`config.mk`:
```
export PLATFORM = sky130hd
export DESIGN_NAME = shtp_rotation_report_to_yaw
export DESIGN_NICKNAME = d
export VERILOG_FILES = /design/src/design/shtp_ry_pkg.sv /design/src/design/shtp_ry_framer.sv /design/src/design/shtp_ry_solver.sv /design/src/design/shtp_rotation_report_to_yaw.sv
export SDC_FILE = /design/constraint.sdc
export NUM_CORES = 2
export LEC_CHECK = 0
export BUFFER_PORTS_ARGS = -buffer_cell sky130_fd_sc_hd__buf_2
export CAP_MARGIN = 10
export CORE_ASPECT_RATIO = 2
export CORE_UTILIZATION = 50
export CTS_BUF_LIST = sky130_fd_sc_hd__clkbuf_8 sky130_fd_sc_hd__clkbuf_16
export DETAILED_ROUTE_END_ITERATION = 8
export PLACE_DENSITY = 0.65
export REMOVE_ABC_BUFFERS = 1
export SYNTH_ARGS = -nofsm -noshare
export SYNTH_HDL_FRONTEND = slang
export SYNTH_SLANG_ARGS = --single-unit
```
`constraint.sdc`:
```
create_clock -name clock -period 21.3 [get_ports clock]
set_input_delay 1.065 -clock clock [delete_from_list [all_inputs] [get_ports clock]]
set_output_delay 1.065 -clock clock [all_outputs]
set_load 0.02 [all_outputs]
```
`src/design/shtp_ry_pkg.sv`:
```
`default_nettype none
// ----------------------------------------------------------------------------
// shtp_ry_pkg: shared constants and types for the rotation report yaw block
// Framing limits, window geometry, CORDIC angle units and the packet event.
// ----------------------------------------------------------------------------
package shtp_ry_pkg;

   // packet framing
   localparam int MAX_PACKET_LEN = 1024;
   localparam int HEADER_LEN     = 4;
   localparam int LEN_W          = 15;
   localparam int WIN_LEN        = 17;
   localparam int WIN_AW         = $clog2(WIN_LEN);
   localparam int POS_NAT_W      = $clog2(MAX_PACKET_LEN - HEADER_LEN + 1);
   localparam int POS_W          = (POS_NAT_W > WIN_AW) ? POS_NAT_W : WIN_AW;
   localparam logic [7:0] TIMEBASE_MARK = 8'hFB;
   localparam int TIMEBASE_SKIP  = 5;
   localparam int REPORT_MIN_LEN = 12;

   // cordic, angle units with a half turn of 2^19
   localparam int CORDIC_STEPS   = 16;
   localparam int STEP_W         = (CORDIC_STEPS > 1) ? $clog2(CORDIC_STEPS) : 1;
   localparam int ANG_W          = 21;
   localparam int HALF_TURN_LOG2 = 19;
   localparam int QUARTER_TURN   = 262144;
   localparam int CENTIDEG_HALF  = 18000;

   // configuration register indexes
   localparam int CSR_INDEX_W = 8;
   localparam logic [CSR_INDEX_W-1:0] CSR_ACCEPTED_REPORT_ID = 8'd0;
   localparam logic [CSR_INDEX_W-1:0] CSR_REPORT_CHANNEL     = 8'd1;
   localparam logic [7:0] ACCEPTED_REPORT_ID_RESET = 8'd8;
   localparam logic [7:0] REPORT_CHANNEL_RESET     = 8'd3;

   // end of a report packet that passed the channel and length checks
   typedef struct packed {
      logic valid;
      logic timebase;
   } event_type;

   // atan(2^-s) / pi * 2^19, rounded
   function automatic logic signed [ANG_W-1:0] atan_units(input logic [4:0] s);
      logic signed [ANG_W-1:0] v;
      case (s)
         5'd0:    v = 21'sd131072;
         5'd1:    v = 21'sd77376;
         5'd2:    v = 21'sd40884;
         5'd3:    v = 21'sd20753;
         5'd4:    v = 21'sd10417;
         5'd5:    v = 21'sd5213;
         5'd6:    v = 21'sd2607;
         5'd7:    v = 21'sd1304;
         5'd8:    v = 21'sd652;
         5'd9:    v = 21'sd326;
         5'd10:   v = 21'sd163;
         5'd11:   v = 21'sd81;
         5'd12:   v = 21'sd41;
         5'd13:   v = 21'sd20;
         5'd14:   v = 21'sd10;
         5'd15:   v = 21'sd5;
         5'd16:   v = 21'sd3;
         5'd17:   v = 21'sd1;
         5'd18:   v = 21'sd1;
         default: v = 21'sd0;
      endcase
      return v;
   endfunction

endpackage
`default_nettype wire

```
`src/design/shtp_ry_framer.sv`:
```
`default_nettype none
// ----------------------------------------------------------------------------
// shtp_ry_framer: packet framer and payload window
// Parses the 4-byte header, counts payload bytes, keeps the first bytes in a
// small memory and flags the end of a report packet on the report channel.
// ----------------------------------------------------------------------------
module shtp_ry_framer (
   input  wire logic                            clock,
   input  wire logic                            reset,
   input  wire logic                            byte_take,
   input  wire logic [7:0]                      rx_byte,
   input  wire logic [7:0]                      report_channel,
   input  wire logic [shtp_ry_pkg::WIN_AW-1:0]  rd_addr,
   output logic [7:0]                           rd_data,
   output shtp_ry_pkg::event_type               evt
);

   localparam logic [2:0] HDR_LEN_LO  = 3'd0;
   localparam logic [2:0] HDR_LEN_HI  = 3'd1;
   localparam logic [2:0] HDR_CHANNEL = 3'd2;
   localparam logic [2:0] HDR_SEQ     = 3'd3;
   localparam logic [2:0] HDR_DONE    = 3'd4;

   logic [2:0]                          header_count_ff, header_count_in;
   logic [shtp_ry_pkg::LEN_W-1:0]       packet_length_ff, packet_length_in;
   logic [7:0]                          packet_channel_ff, packet_channel_in;
   logic [shtp_ry_pkg::POS_W-1:0]       payload_position_ff, payload_position_in;
   logic                                mark_ff, mark_in;
   logic [7:0]                          rd_data_ff;
   logic [7:0]                          window_mem [shtp_ry_pkg::WIN_LEN];

   logic                                win_write;
   logic [shtp_ry_pkg::LEN_W-1:0]       body_len;
   logic [shtp_ry_pkg::LEN_W-1:0]       pos_next_wide;
   logic                                mark_now;
   logic [shtp_ry_pkg::LEN_W-1:0]       need_len;

   assign body_len      = packet_length_ff - shtp_ry_pkg::LEN_W'(shtp_ry_pkg::HEADER_LEN);
   assign pos_next_wide = shtp_ry_pkg::LEN_W'(payload_position_ff) + 15'd1;
   assign mark_now      = (payload_position_ff == '0) ? (rx_byte == shtp_ry_pkg::TIMEBASE_MARK)
                                                      : mark_ff;
   assign need_len      = mark_now
      ? shtp_ry_pkg::LEN_W'(shtp_ry_pkg::TIMEBASE_SKIP + shtp_ry_pkg::REPORT_MIN_LEN)
      : shtp_ry_pkg::LEN_W'(shtp_ry_pkg::REPORT_MIN_LEN);

   // header and payload bookkeeping
   always_comb begin
      header_count_in     = header_count_ff;
      packet_length_in    = packet_length_ff;
      packet_channel_in   = packet_channel_ff;
      payload_position_in = payload_position_ff;
      mark_in             = mark_ff;
      win_write           = 1'b0;
      evt                 = '0;
      if (byte_take) begin
         if (header_count_ff != HDR_DONE) begin
            case (header_count_ff)
               HDR_LEN_LO:  packet_length_in = {7'd0, rx_byte};
               HDR_LEN_HI:  packet_length_in = {rx_byte[6:0], packet_length_ff[7:0]};
               HDR_CHANNEL: packet_channel_in = rx_byte;
               default:     packet_length_in = packet_length_ff;
            endcase
            header_count_in = header_count_ff + 3'd1;
            if (header_count_ff == HDR_SEQ) begin
               payload_position_in = '0;
               // header-only packet on an empty or bad length
               if (packet_length_ff <= shtp_ry_pkg::LEN_W'(shtp_ry_pkg::HEADER_LEN) ||
                   packet_length_ff > shtp_ry_pkg::LEN_W'(shtp_ry_pkg::MAX_PACKET_LEN)) begin
                  header_count_in = HDR_LEN_LO;
               end
            end
         end else begin
            win_write           = (payload_position_ff < shtp_ry_pkg::POS_W'(shtp_ry_pkg::WIN_LEN));
            mark_in             = mark_now;
            payload_position_in = payload_position_ff + 1'b1;
            if (pos_next_wide >= body_len) begin
               header_count_in = HDR_LEN_LO;
               evt.valid    = (packet_channel_ff == report_channel) && (need_len <= body_len);
               evt.timebase = mark_now;
            end
         end
      end
   end

   // control registers
   always_ff @(posedge clock) begin
      if (reset) begin
         header_count_ff     <= HDR_LEN_LO;
         packet_length_ff    <= '0;
         packet_channel_ff   <= '0;
         payload_position_ff <= '0;
         mark_ff             <= 1'b0;
      end else begin
         header_count_ff     <= header_count_in;
         packet_length_ff    <= packet_length_in;
         packet_channel_ff   <= packet_channel_in;
         payload_position_ff <= payload_position_in;
         mark_ff             <= mark_in;
      end
   end

   // payload window, one write and one registered read
   always_ff @(posedge clock) begin
      if (win_write) begin
         window_mem[payload_position_ff[shtp_ry_pkg::WIN_AW-1:0]] <= rx_byte;
      end
      rd_data_ff <= window_mem[rd_addr];
   end

   assign rd_data = rd_data_ff;

endmodule
`default_nettype wire

```
`src/design/shtp_ry_solver.sv`:
```
`default_nettype none
// ----------------------------------------------------------------------------
// shtp_ry_solver: report check, quaternion products, CORDIC and scaling
// A sequencer reads the report from the window, runs one shared multiplier
// for the products and the degree scale, iterates a shift-add CORDIC unit
// and holds the result in an output register.
// ----------------------------------------------------------------------------
module shtp_ry_solver (
   input  wire logic                            clock,
   input  wire logic                            reset,
   input  wire shtp_ry_pkg::event_type          evt,
   input  wire logic [7:0]                      accepted_report_id,
   input  wire logic [7:0]                      rd_data,
   output logic [shtp_ry_pkg::WIN_AW-1:0]       rd_addr,
   output logic                                 busy,
   output logic                                 rsp_valid,
   input  wire logic                            rsp_ready,
   output logic signed [15:0]                   rsp_yaw_centideg,
   output logic                                 rsp_timebase_present
);

   localparam int AW = shtp_ry_pkg::ANG_W;

   localparam logic [3:0] S_IDLE  = 4'd0;
   localparam logic [3:0] S_READ  = 4'd1;
   localparam logic [3:0] S_MUL   = 4'd2;
   localparam logic [3:0] S_LOAD  = 4'd3;
   localparam logic [3:0] S_PRE   = 4'd4;
   localparam logic [3:0] S_ITER  = 4'd5;
   localparam logic [3:0] S_ABS   = 4'd6;
   localparam logic [3:0] S_SCALE = 4'd7;
   localparam logic [3:0] S_OUT   = 4'd8;

   localparam logic [3:0] RD_ID   = 4'd1;
   localparam logic [3:0] RD_LAST = 4'd9;
   localparam logic [2:0] MUL_LAST = 3'd4;

   localparam logic [shtp_ry_pkg::STEP_W-1:0] STEP_LAST =
      shtp_ry_pkg::STEP_W'(shtp_ry_pkg::CORDIC_STEPS - 1);
   localparam logic signed [33:0] X_BIAS = 34'sd134217728;
   localparam logic signed [AW-1:0] QTURN = AW'(shtp_ry_pkg::QUARTER_TURN);

   logic [3:0]                        state_ff, state_in;
   logic [3:0]                        rd_cnt_ff, rd_cnt_in;
   logic [2:0]                        mul_cnt_ff, mul_cnt_in;
   logic [shtp_ry_pkg::STEP_W-1:0]    step_ff, step_in;
   logic                              timebase_ff, timebase_in;
   logic                              rsp_valid_ff, rsp_valid_in;

   logic [63:0]                       q_ff, q_in;
   logic signed [37:0]                prod_ff;
   logic signed [33:0]                acc_y_ff, acc_y_in, acc_x_ff, acc_x_in;
   logic signed [31:0]                x_ff, x_in, y_ff, y_in;
   logic signed [AW-1:0]              ang_ff, ang_in;
   logic [19:0]                       mag_ff, mag_in;
   logic                              neg_ff, neg_in;
   logic signed [15:0]                yaw_ff, yaw_in;
   logic                              tb_out_ff, tb_out_in;

   logic signed [15:0]                qi, qj, qk, qr;
   logic signed [20:0]                mul_a;
   logic signed [16:0]                mul_b;
   logic [shtp_ry_pkg::WIN_AW-1:0]    base_addr;
   logic signed [31:0]                x_sh, y_sh;
   logic signed [AW-1:0]              atan_val, ang_neg;
   logic [37:0]                       rounded;
   logic [18:0]                       cd_raw;
   logic [15:0]                       cd16;

   // truncating divide by four
   function automatic logic signed [31:0] div4_trunc(input logic signed [33:0] v);
      logic signed [33:0] t;
      t = v[33] ? (v + 34'sd3) : v;
      return t[33:2];
   endfunction

   assign qi = q_ff[15:0];
   assign qj = q_ff[31:16];
   assign qk = q_ff[47:32];
   assign qr = q_ff[63:48];

   // window read address: report id first, then the quaternion bytes
   assign base_addr = timebase_ff ? shtp_ry_pkg::WIN_AW'(shtp_ry_pkg::TIMEBASE_SKIP) : '0;
   assign rd_addr   = (rd_cnt_ff == '0) ? base_addr
                                        : base_addr + 5'd3 + shtp_ry_pkg::WIN_AW'(rd_cnt_ff);

   // shared multiplier operand select
   always_comb begin
      mul_a = '0;
      mul_b = '0;
      if (state_ff == S_MUL) begin
         case (mul_cnt_ff)
            3'd0:    begin mul_a = {{5{qr[15]}}, qr}; mul_b = {qk[15], qk}; end
            3'd1:    begin mul_a = {{5{qi[15]}}, qi}; mul_b = {qj[15], qj}; end
            3'd2:    begin mul_a = {{5{qj[15]}}, qj}; mul_b = {qj[15], qj}; end
            default: begin mul_a = {{5{qk[15]}}, qk}; mul_b = {qk[15], qk}; end
         endcase
      end else if (state_ff == S_SCALE) begin
         mul_a = {1'b0, mag_ff};
         mul_b = 17'(shtp_ry_pkg::CENTIDEG_HALF);
      end
   end

   // cordic shift-add unit
   assign x_sh     = x_ff >>> step_ff;
   assign y_sh     = y_ff >>> step_ff;
   assign atan_val = shtp_ry_pkg::atan_units(5'(step_ff));
   assign ang_neg  = -ang_ff;

   // rounding and clamp to hundredths of a degree
   assign rounded = prod_ff + 38'sd262144;
   assign cd_raw  = rounded[37:shtp_ry_pkg::HALF_TURN_LOG2];
   assign cd16    = (cd_raw > 19'(shtp_ry_pkg::CENTIDEG_HALF))
                  ? 16'(shtp_ry_pkg::CENTIDEG_HALF) : cd_raw[15:0];

   // sequencer
   always_comb begin
      state_in     = state_ff;
      rd_cnt_in    = rd_cnt_ff;
      mul_cnt_in   = mul_cnt_ff;
      step_in      = step_ff;
      timebase_in  = timebase_ff;
      rsp_valid_in = rsp_valid_ff && !rsp_ready;
      q_in         = q_ff;
      acc_y_in     = acc_y_ff;
      acc_x_in     = acc_x_ff;
      x_in         = x_ff;
      y_in         = y_ff;
      ang_in       = ang_ff;
      mag_in       = mag_ff;
      neg_in       = neg_ff;
      yaw_in       = yaw_ff;
      tb_out_in    = tb_out_ff;
      unique case (state_ff)
         S_IDLE: begin
            if (evt.valid) begin
               state_in    = S_READ;
               rd_cnt_in   = '0;
               timebase_in = evt.timebase;
            end
         end
         S_READ: begin
            rd_cnt_in = rd_cnt_ff + 4'd1;
            if (rd_cnt_ff == RD_ID && rd_data != accepted_report_id) begin
               state_in = S_IDLE;
            end else if (rd_cnt_ff > RD_ID) begin
               q_in = {rd_data, q_ff[63:8]};
            end
            if (rd_cnt_ff == RD_LAST) begin
               state_in   = S_MUL;
               mul_cnt_in = '0;
            end
         end
         S_MUL: begin
            mul_cnt_in = mul_cnt_ff + 3'd1;
            case (mul_cnt_ff)
               3'd1:    acc_y_in = prod_ff[33:0];
               3'd2:    acc_y_in = acc_y_ff + prod_ff[33:0];
               3'd3:    acc_x_in = X_BIAS - prod_ff[33:0];
               3'd4:    acc_x_in = acc_x_ff - prod_ff[33:0];
               default: acc_y_in = acc_y_ff;
            endcase
            if (mul_cnt_ff == MUL_LAST) begin
               state_in = S_LOAD;
            end
         end
         S_LOAD: begin
            x_in     = div4_trunc(acc_x_ff);
            y_in     = div4_trunc(acc_y_ff);
            state_in = S_PRE;
         end
         S_PRE: begin
            step_in = '0;
            ang_in  = '0;
            if (x_ff == '0 && y_ff == '0) begin
               state_in = S_ABS;
            end else begin
               state_in = S_ITER;
               // left half plane: quarter turn first
               if (x_ff < 0) begin
                  if (y_ff >= 0) begin
                     x_in   = y_ff;
                     y_in   = -x_ff;
                     ang_in = QTURN;
                  end else begin
                     x_in   = -y_ff;
                     y_in   = x_ff;
                     ang_in = -QTURN;
                  end
               end
            end
         end
         S_ITER: begin
            if (y_ff > 0) begin
               x_in   = x_ff + y_sh;
               y_in   = y_ff - x_sh;
               ang_in = ang_ff + atan_val;
            end else begin
               x_in   = x_ff - y_sh;
               y_in   = y_ff + x_sh;
               ang_in = ang_ff - atan_val;
            end
            step_in = step_ff + 1'b1;
            if (step_ff == STEP_LAST) begin
               state_in = S_ABS;
            end
         end
         S_ABS: begin
            neg_in   = ang_ff[AW-1];
            mag_in   = ang_ff[AW-1] ? ang_neg[19:0] : ang_ff[19:0];
            state_in = S_SCALE;
         end
         S_SCALE: begin
            state_in = S_OUT;
         end
         S_OUT: begin
            if (!rsp_valid_ff || rsp_ready) begin
               rsp_valid_in = 1'b1;
               yaw_in       = neg_ff ? (16'sd0 - $signed(cd16)) : $signed(cd16);
               tb_out_in    = timebase_ff;
               state_in     = S_IDLE;
            end
         end
         default: state_in = S_IDLE;
      endcase
   end

   // control registers
   always_ff @(posedge clock) begin
      if (reset) begin
         state_ff     <= S_IDLE;
         rd_cnt_ff    <= '0;
         mul_cnt_ff   <= '0;
         step_ff      <= '0;
         timebase_ff  <= 1'b0;
         rsp_valid_ff <= 1'b0;
      end else begin
         state_ff     <= state_in;
         rd_cnt_ff    <= rd_cnt_in;
         mul_cnt_ff   <= mul_cnt_in;
         step_ff      <= step_in;
         timebase_ff  <= timebase_in;
         rsp_valid_ff <= rsp_valid_in;
      end
   end

   // datapath registers
   always_ff @(posedge clock) begin
      q_ff      <= q_in;
      prod_ff   <= mul_a * mul_b;
      acc_y_ff  <= acc_y_in;
      acc_x_ff  <= acc_x_in;
      x_ff      <= x_in;
      y_ff      <= y_in;
      ang_ff    <= ang_in;
      mag_ff    <= mag_in;
      neg_ff    <= neg_in;
      yaw_ff    <= yaw_in;
      tb_out_ff <= tb_out_in;
   end

   assign busy                 = (state_ff != S_IDLE);
   assign rsp_valid            = rsp_valid_ff;
   assign rsp_yaw_centideg     = yaw_ff;
   assign rsp_timebase_present = tb_out_ff;

endmodule
`default_nettype wire

```
`src/design/shtp_rotation_report_to_yaw.sv`:
```
`default_nettype none
// ----------------------------------------------------------------------------
// shtp_rotation_report_to_yaw: sensor-hub rotation report to yaw angle
// Frames the packet byte stream and turns each accepted rotation report into
// a yaw angle in hundredths of a degree.
//
//   channel  direction  payload                                 handshake
//   req      in         rx_byte                                 valid/ready
//   rsp      out        yaw_centideg, timebase_present          valid/ready
//   csr      in         index, data (report id, report channel) valid/ready
//
// A byte that ends a report packet starts the solver: window reads, multiplier
// products, 16 CORDIC steps, load, setup, abs, scale and output until the
// result register loads; a zero vector skips the CORDIC steps, a foreign
// report id ends the run after the id read. req_ready is low meanwhile, and
// stays low while a new result waits behind one not yet taken on rsp. Reset
// is synchronous, active high.
// ----------------------------------------------------------------------------
module shtp_rotation_report_to_yaw (
   input  wire logic                                clock,
   input  wire logic                                reset,
   input  wire logic                                req_valid,
   output logic                                     req_ready,
   input  wire logic [7:0]                          req_rx_byte,
   output logic                                     rsp_valid,
   input  wire logic                                rsp_ready,
   output logic signed [15:0]                       rsp_yaw_centideg,
   output logic                                     rsp_timebase_present,
   input  wire logic                                csr_valid,
   output logic                                     csr_ready,
   input  wire logic [shtp_ry_pkg::CSR_INDEX_W-1:0] csr_index,
   input  wire logic [7:0]                          csr_data
);

   logic [7:0]                      accepted_id_ff, accepted_id_in;
   logic [7:0]                      report_channel_ff, report_channel_in;
   logic                            byte_take;
   logic                            solver_busy;
   logic [shtp_ry_pkg::WIN_AW-1:0]  rd_addr;
   logic [7:0]                      rd_data;
   shtp_ry_pkg::event_type          evt;

   assign csr_ready = 1'b1;
   assign req_ready = !solver_busy;
   assign byte_take = req_valid && req_ready;

   // configuration register write decode
   always_comb begin
      accepted_id_in    = accepted_id_ff;
      report_channel_in = report_channel_ff;
      if (csr_valid && csr_ready) begin
         unique case (csr_index)
            shtp_ry_pkg::CSR_ACCEPTED_REPORT_ID: accepted_id_in    = csr_data;
            shtp_ry_pkg::CSR_REPORT_CHANNEL:     report_channel_in = csr_data;
            default:                             accepted_id_in    = accepted_id_ff;
         endcase
      end
   end

   always_ff @(posedge clock) begin
      if (reset) begin
         accepted_id_ff    <= shtp_ry_pkg::ACCEPTED_REPORT_ID_RESET;
         report_channel_ff <= shtp_ry_pkg::REPORT_CHANNEL_RESET;
      end else begin
         accepted_id_ff    <= accepted_id_in;
         report_channel_ff <= report_channel_in;
      end
   end

   // packet framing
   shtp_ry_framer u_framer (
      .clock          (clock),
      .reset          (reset),
      .byte_take      (byte_take),
      .rx_byte        (req_rx_byte),
      .report_channel (report_channel_ff),
      .rd_addr        (rd_addr),
      .rd_data        (rd_data),
      .evt            (evt)
   );

   // report check and yaw computation
   shtp_ry_solver u_solver (
      .clock                (clock),
      .reset                (reset),
      .evt                  (evt),
      .accepted_report_id   (accepted_id_ff),
      .rd_data              (rd_data),
      .rd_addr              (rd_addr),
      .busy                 (solver_busy),
      .rsp_valid            (rsp_valid),
      .rsp_ready            (rsp_ready),
      .rsp_yaw_centideg     (rsp_yaw_centideg),
      .rsp_timebase_present (rsp_timebase_present)
   );

   // a report end only comes from a transfer on the request channel
   assert property (@(posedge clock) disable iff (reset)
      evt.valid |-> byte_take)
      else $error("report event without a request transfer");

   // input stalls once a report has ended
   assert property (@(posedge clock) disable iff (reset)
      evt.valid |=> !req_ready)
      else $error("request accepted while the solver runs");

   // a new result only appears after a solver run
   assert property (@(posedge clock) disable iff (reset)
      $rose(rsp_valid) |-> $past(solver_busy))
      else $error("result without a solver run");

   // result stays within half a turn
   assert property (@(posedge clock) disable iff (reset)
      $rose(rsp_valid) |-> (rsp_yaw_centideg <= 16'sd18000 && rsp_yaw_centideg >= -16'sd18000))
      else $error("yaw out of range");

endmodule
`default_nettype wire
```
==> flow_metrics.env <==
export IMPL_status="finished, final reports clean"
export IMPL_wl_per_cell_um=25.2
export IMPL_synth_ff_type="edfxtp_1"
export IMPL_yosysWarnings=0
export IMPL_cts_tree="done"
export IMPL_cts_sinks=525
export IMPL_finalClockSkew_ps=26.1
export IMPL_ff2ff_path_depth=31
export IMPL_endpoint_kind="flop"
export IMPL_fp_dieH_um=451
export IMPL_crit_fanout=62
export IMPL_fin_crit_sh_pct=48.6
export IMPL_fill_cells=9216
export IMPL_ir_drop_mv=0.0902
export IMPL_fmaxAchievable_mhz=96.6
export IMPL_worstPathArrival_ps=10890
export IMPL_p_leak_nw=22.5
export IMPL_nets=6109
export IMPL_yosys_top_cells_area="edfxtp_1 23%, fa_1 14%, ha_1 7.3%"
export IMPL_syn_inst=5495
export IMPL_tns_ps=0
export IMPL_ioPinCount=49
export IMPL_crit_slowest_cell="o31ai_1"
export IMPL_seq_area_frac_synth_pct=28.7
export IMPL_clk_pin_slew_ps=70
export IMPL_cp_data_required_time_ps=21840
export IMPL_netlist_top_cells_count="654 x nand2_1, 559 x inv_1, 443 x nor2_1"
export IMPL_power_density_mw_per_mm2=41.8
export IMPL_drt_iter0_drc=2681
export IMPL_finalWeightedCongestion=1.01
export IMPL_min_path_type="reg2reg"
export IMPL_grt_ovfl_total=0
export IMPL_critPathMaxStageDelay_ps=1020
export IMPL_cp_start_kind="flop"
export IMPL_hold_depth=0
export IMPL_synth_edf_count=391
export IMPL_antenna_found_initial=6
export IMPL_fin_crit_ps=10350
export IMPL_ys_seq_elements=525
export IMPL_power_w=0.00225
export IMPL_regArea_mm2=0.0144
export IMPL_rsz0062_at_grt="false"
export IMPL_rows=164
export IMPL_grt_pass1_wl_mm=256
export IMPL_grt_max_degree=80
export IMPL_hold_violations=0
export IMPL_clockRootBuffer="clkbuf_16"
export IMPL_syn_area_mm2=0.0503
export IMPL_drive_gt1_share_pct=7.22
export IMPL_vias_per_cell=6.13
export IMPL_ys_types=98
export IMPL_maxSlewViolCount=0
export IMPL_yosysTopAreaCellShare_pct=23.3
export IMPL_hold_buffers=0
export IMPL_cp_common_cell="fa_1"
export IMPL_yosysTopAreaCell="edfxtp_1"
export IMPL_antenna_left=0
export IMPL_path_class="reg2reg"
export IMPL_post_cts_buffers=0
export IMPL_wl_mm=171
export IMPL_core_area_mm2=0.0997
export IMPL_clockBufferDepth=3
export IMPL_relSlewSlack_pct=6.32
export IMPL_synthArstFlopShare_pct=0
export IMPL_yosysMostFrequentCell="nand2_1"
export IMPL_cts_htree_levels=2
export IMPL_syn_to_final_growth_pct=6.88
export IMPL_syn_avg_cell_area_um2=9.15
export IMPL_cap_viol_max_count=0
export IMPL_initial_utilization_pct=50.4
export IMPL_io_buffers=47
export IMPL_grt_pass1_vias=43700
export IMPL_dr_pass1_iters=8
export IMPL_tightest_slew_ps=1370
export IMPL_setup_viol=0
export IMPL_clk_insertion_delay_late_ps=660
export IMPL_cts_resized=0
export IMPL_drc=0
export IMPL_die_area_mm2=0.102
export IMPL_grt_usage_pct=34.0
export IMPL_multiInputGateArea_mm2=0.0328
export IMPL_hpwl_mm=134
export IMPL_die_w_um=226
export IMPL_vias=41700
export IMPL_cts_inserted_buffers=52
-- worst paths after layout --
path	start	endpoint	slack [ps]
hold reg to reg	u_solver.q_ff[59]	u_solver.q_ff[51]	450
setup reg to reg	u_solver.mul_cnt_ff[2]	u_solver.prod_ff[36]	10950
hold / removal	u_solver.q_ff[59]	u_solver.q_ff[51]	450
setup / recovery	u_solver.mul_cnt_ff[2]	u_solver.prod_ff[36]	10950
-- final cells by class --
| class | count | area share [%] |
|---|---|---|
| Clock buffer | 59 | 2.66 |
| Tap cell | 1328 | 3.09 |
| Multi-Input combinational cell | 4151 | 61.1 |
| Antenna cell | 1 | 0.00466 |
| Sequential cell | 525 | 26.9 |
| Timing Repair Buffer | 134 | 1.68 |
| Clock inverter | 39 | 0.698 |
| Inverter | 562 | 3.92 |
-- registers in the layout (all words and copies together), names as in the netlist, 10 cells and up --
register and count:
u_framer.window_mem 136, u_solver.q_ff 64, u_solver.prod_ff 38, u_solver.acc_x_ff 34
u_solver.acc_y_ff 34, u_solver.x_ff 32, u_solver.y_ff 32, u_solver.ang_ff 21
u_solver.mag_ff 20, u_solver.atan_val 18, u_solver.rsp_yaw_centideg 16, u_framer.packet_length_ff 15
u_framer.payload_position_ff 10
-- cells in the final DEF (no fill, tap or decap), drive strengths merged, types with 85 or more instances in the layout --
cell    Yosys  final
nand2     655    655
inv       560    571
nor2      446    446
edfxtp    391    391
fa        362    362
a21oi     338    338
ha        292    292
o21ai     268    268
xnor2     266    266
xor2      138    138
dfxtp     134    134
buf        48    134
nand3     118    118
nor3       86     86
a21o       85     85
-- routing by layer --
| layer | global-route usage [%] | share of wire [%] |
|---|---|---|
| met1 | 29.4 | 30 |
| met2 | 63.0 | 53 |
| met3 | 4.77 | 4.7 |
| met4 | 36.1 | 13 |
| met5 | 0 | 0 |
-- cells by family after synthesis --
kind of cell	count (synthesis)	synth area share, %
simple gates	1738	16.1
compound gates	1180	15.0
buf+inv	819	6.32
fa+ha+maj	654	21.7
flops	525	28.7
xor+xnor	404	7.04
mux	174	5.22
other cells	1	0.00746
-- critical path: cells and delay by family, from the launching register on --
kind | cells | cell delay, ps
compound gates | 10 | 3140
xor+xnor | 1 | 120
fa+ha+maj | 7 | 3450
buf+inv | 7 | 1000
flops | 1 | 670
simple gates | 6 | 1820
-- stage by stage --
step | util, % | setup WS (ps) | area (um^2) | instances | hold slack (ps)
6_report | 53.9 | 10950 | 53800 | 6799 | 451
5_1_grt | 53.9 | 10260 | 53800 | 6799 | 465
4_1_cts | 53.9 | 10940 | 53800 | 6798 | 453
3_5_place_dp | 52.1 | 11010 | 51900 | 6700 | 436
3_3_place_gp | 52.1 | 11040 | 51900 | 6700 | 434
2_1_floorplan | - | 11380 | 49200 | 5238 | 427
-- report_power, final --
part	internal [W]	switching, W
Combinational	0.0000441	0.0000867
Clock	0.000558	0.000448
Sequential	0.00110	0.0000131
Total	0.00170	0.000547
No activity file was read; power rests on OpenSTA's default activity.
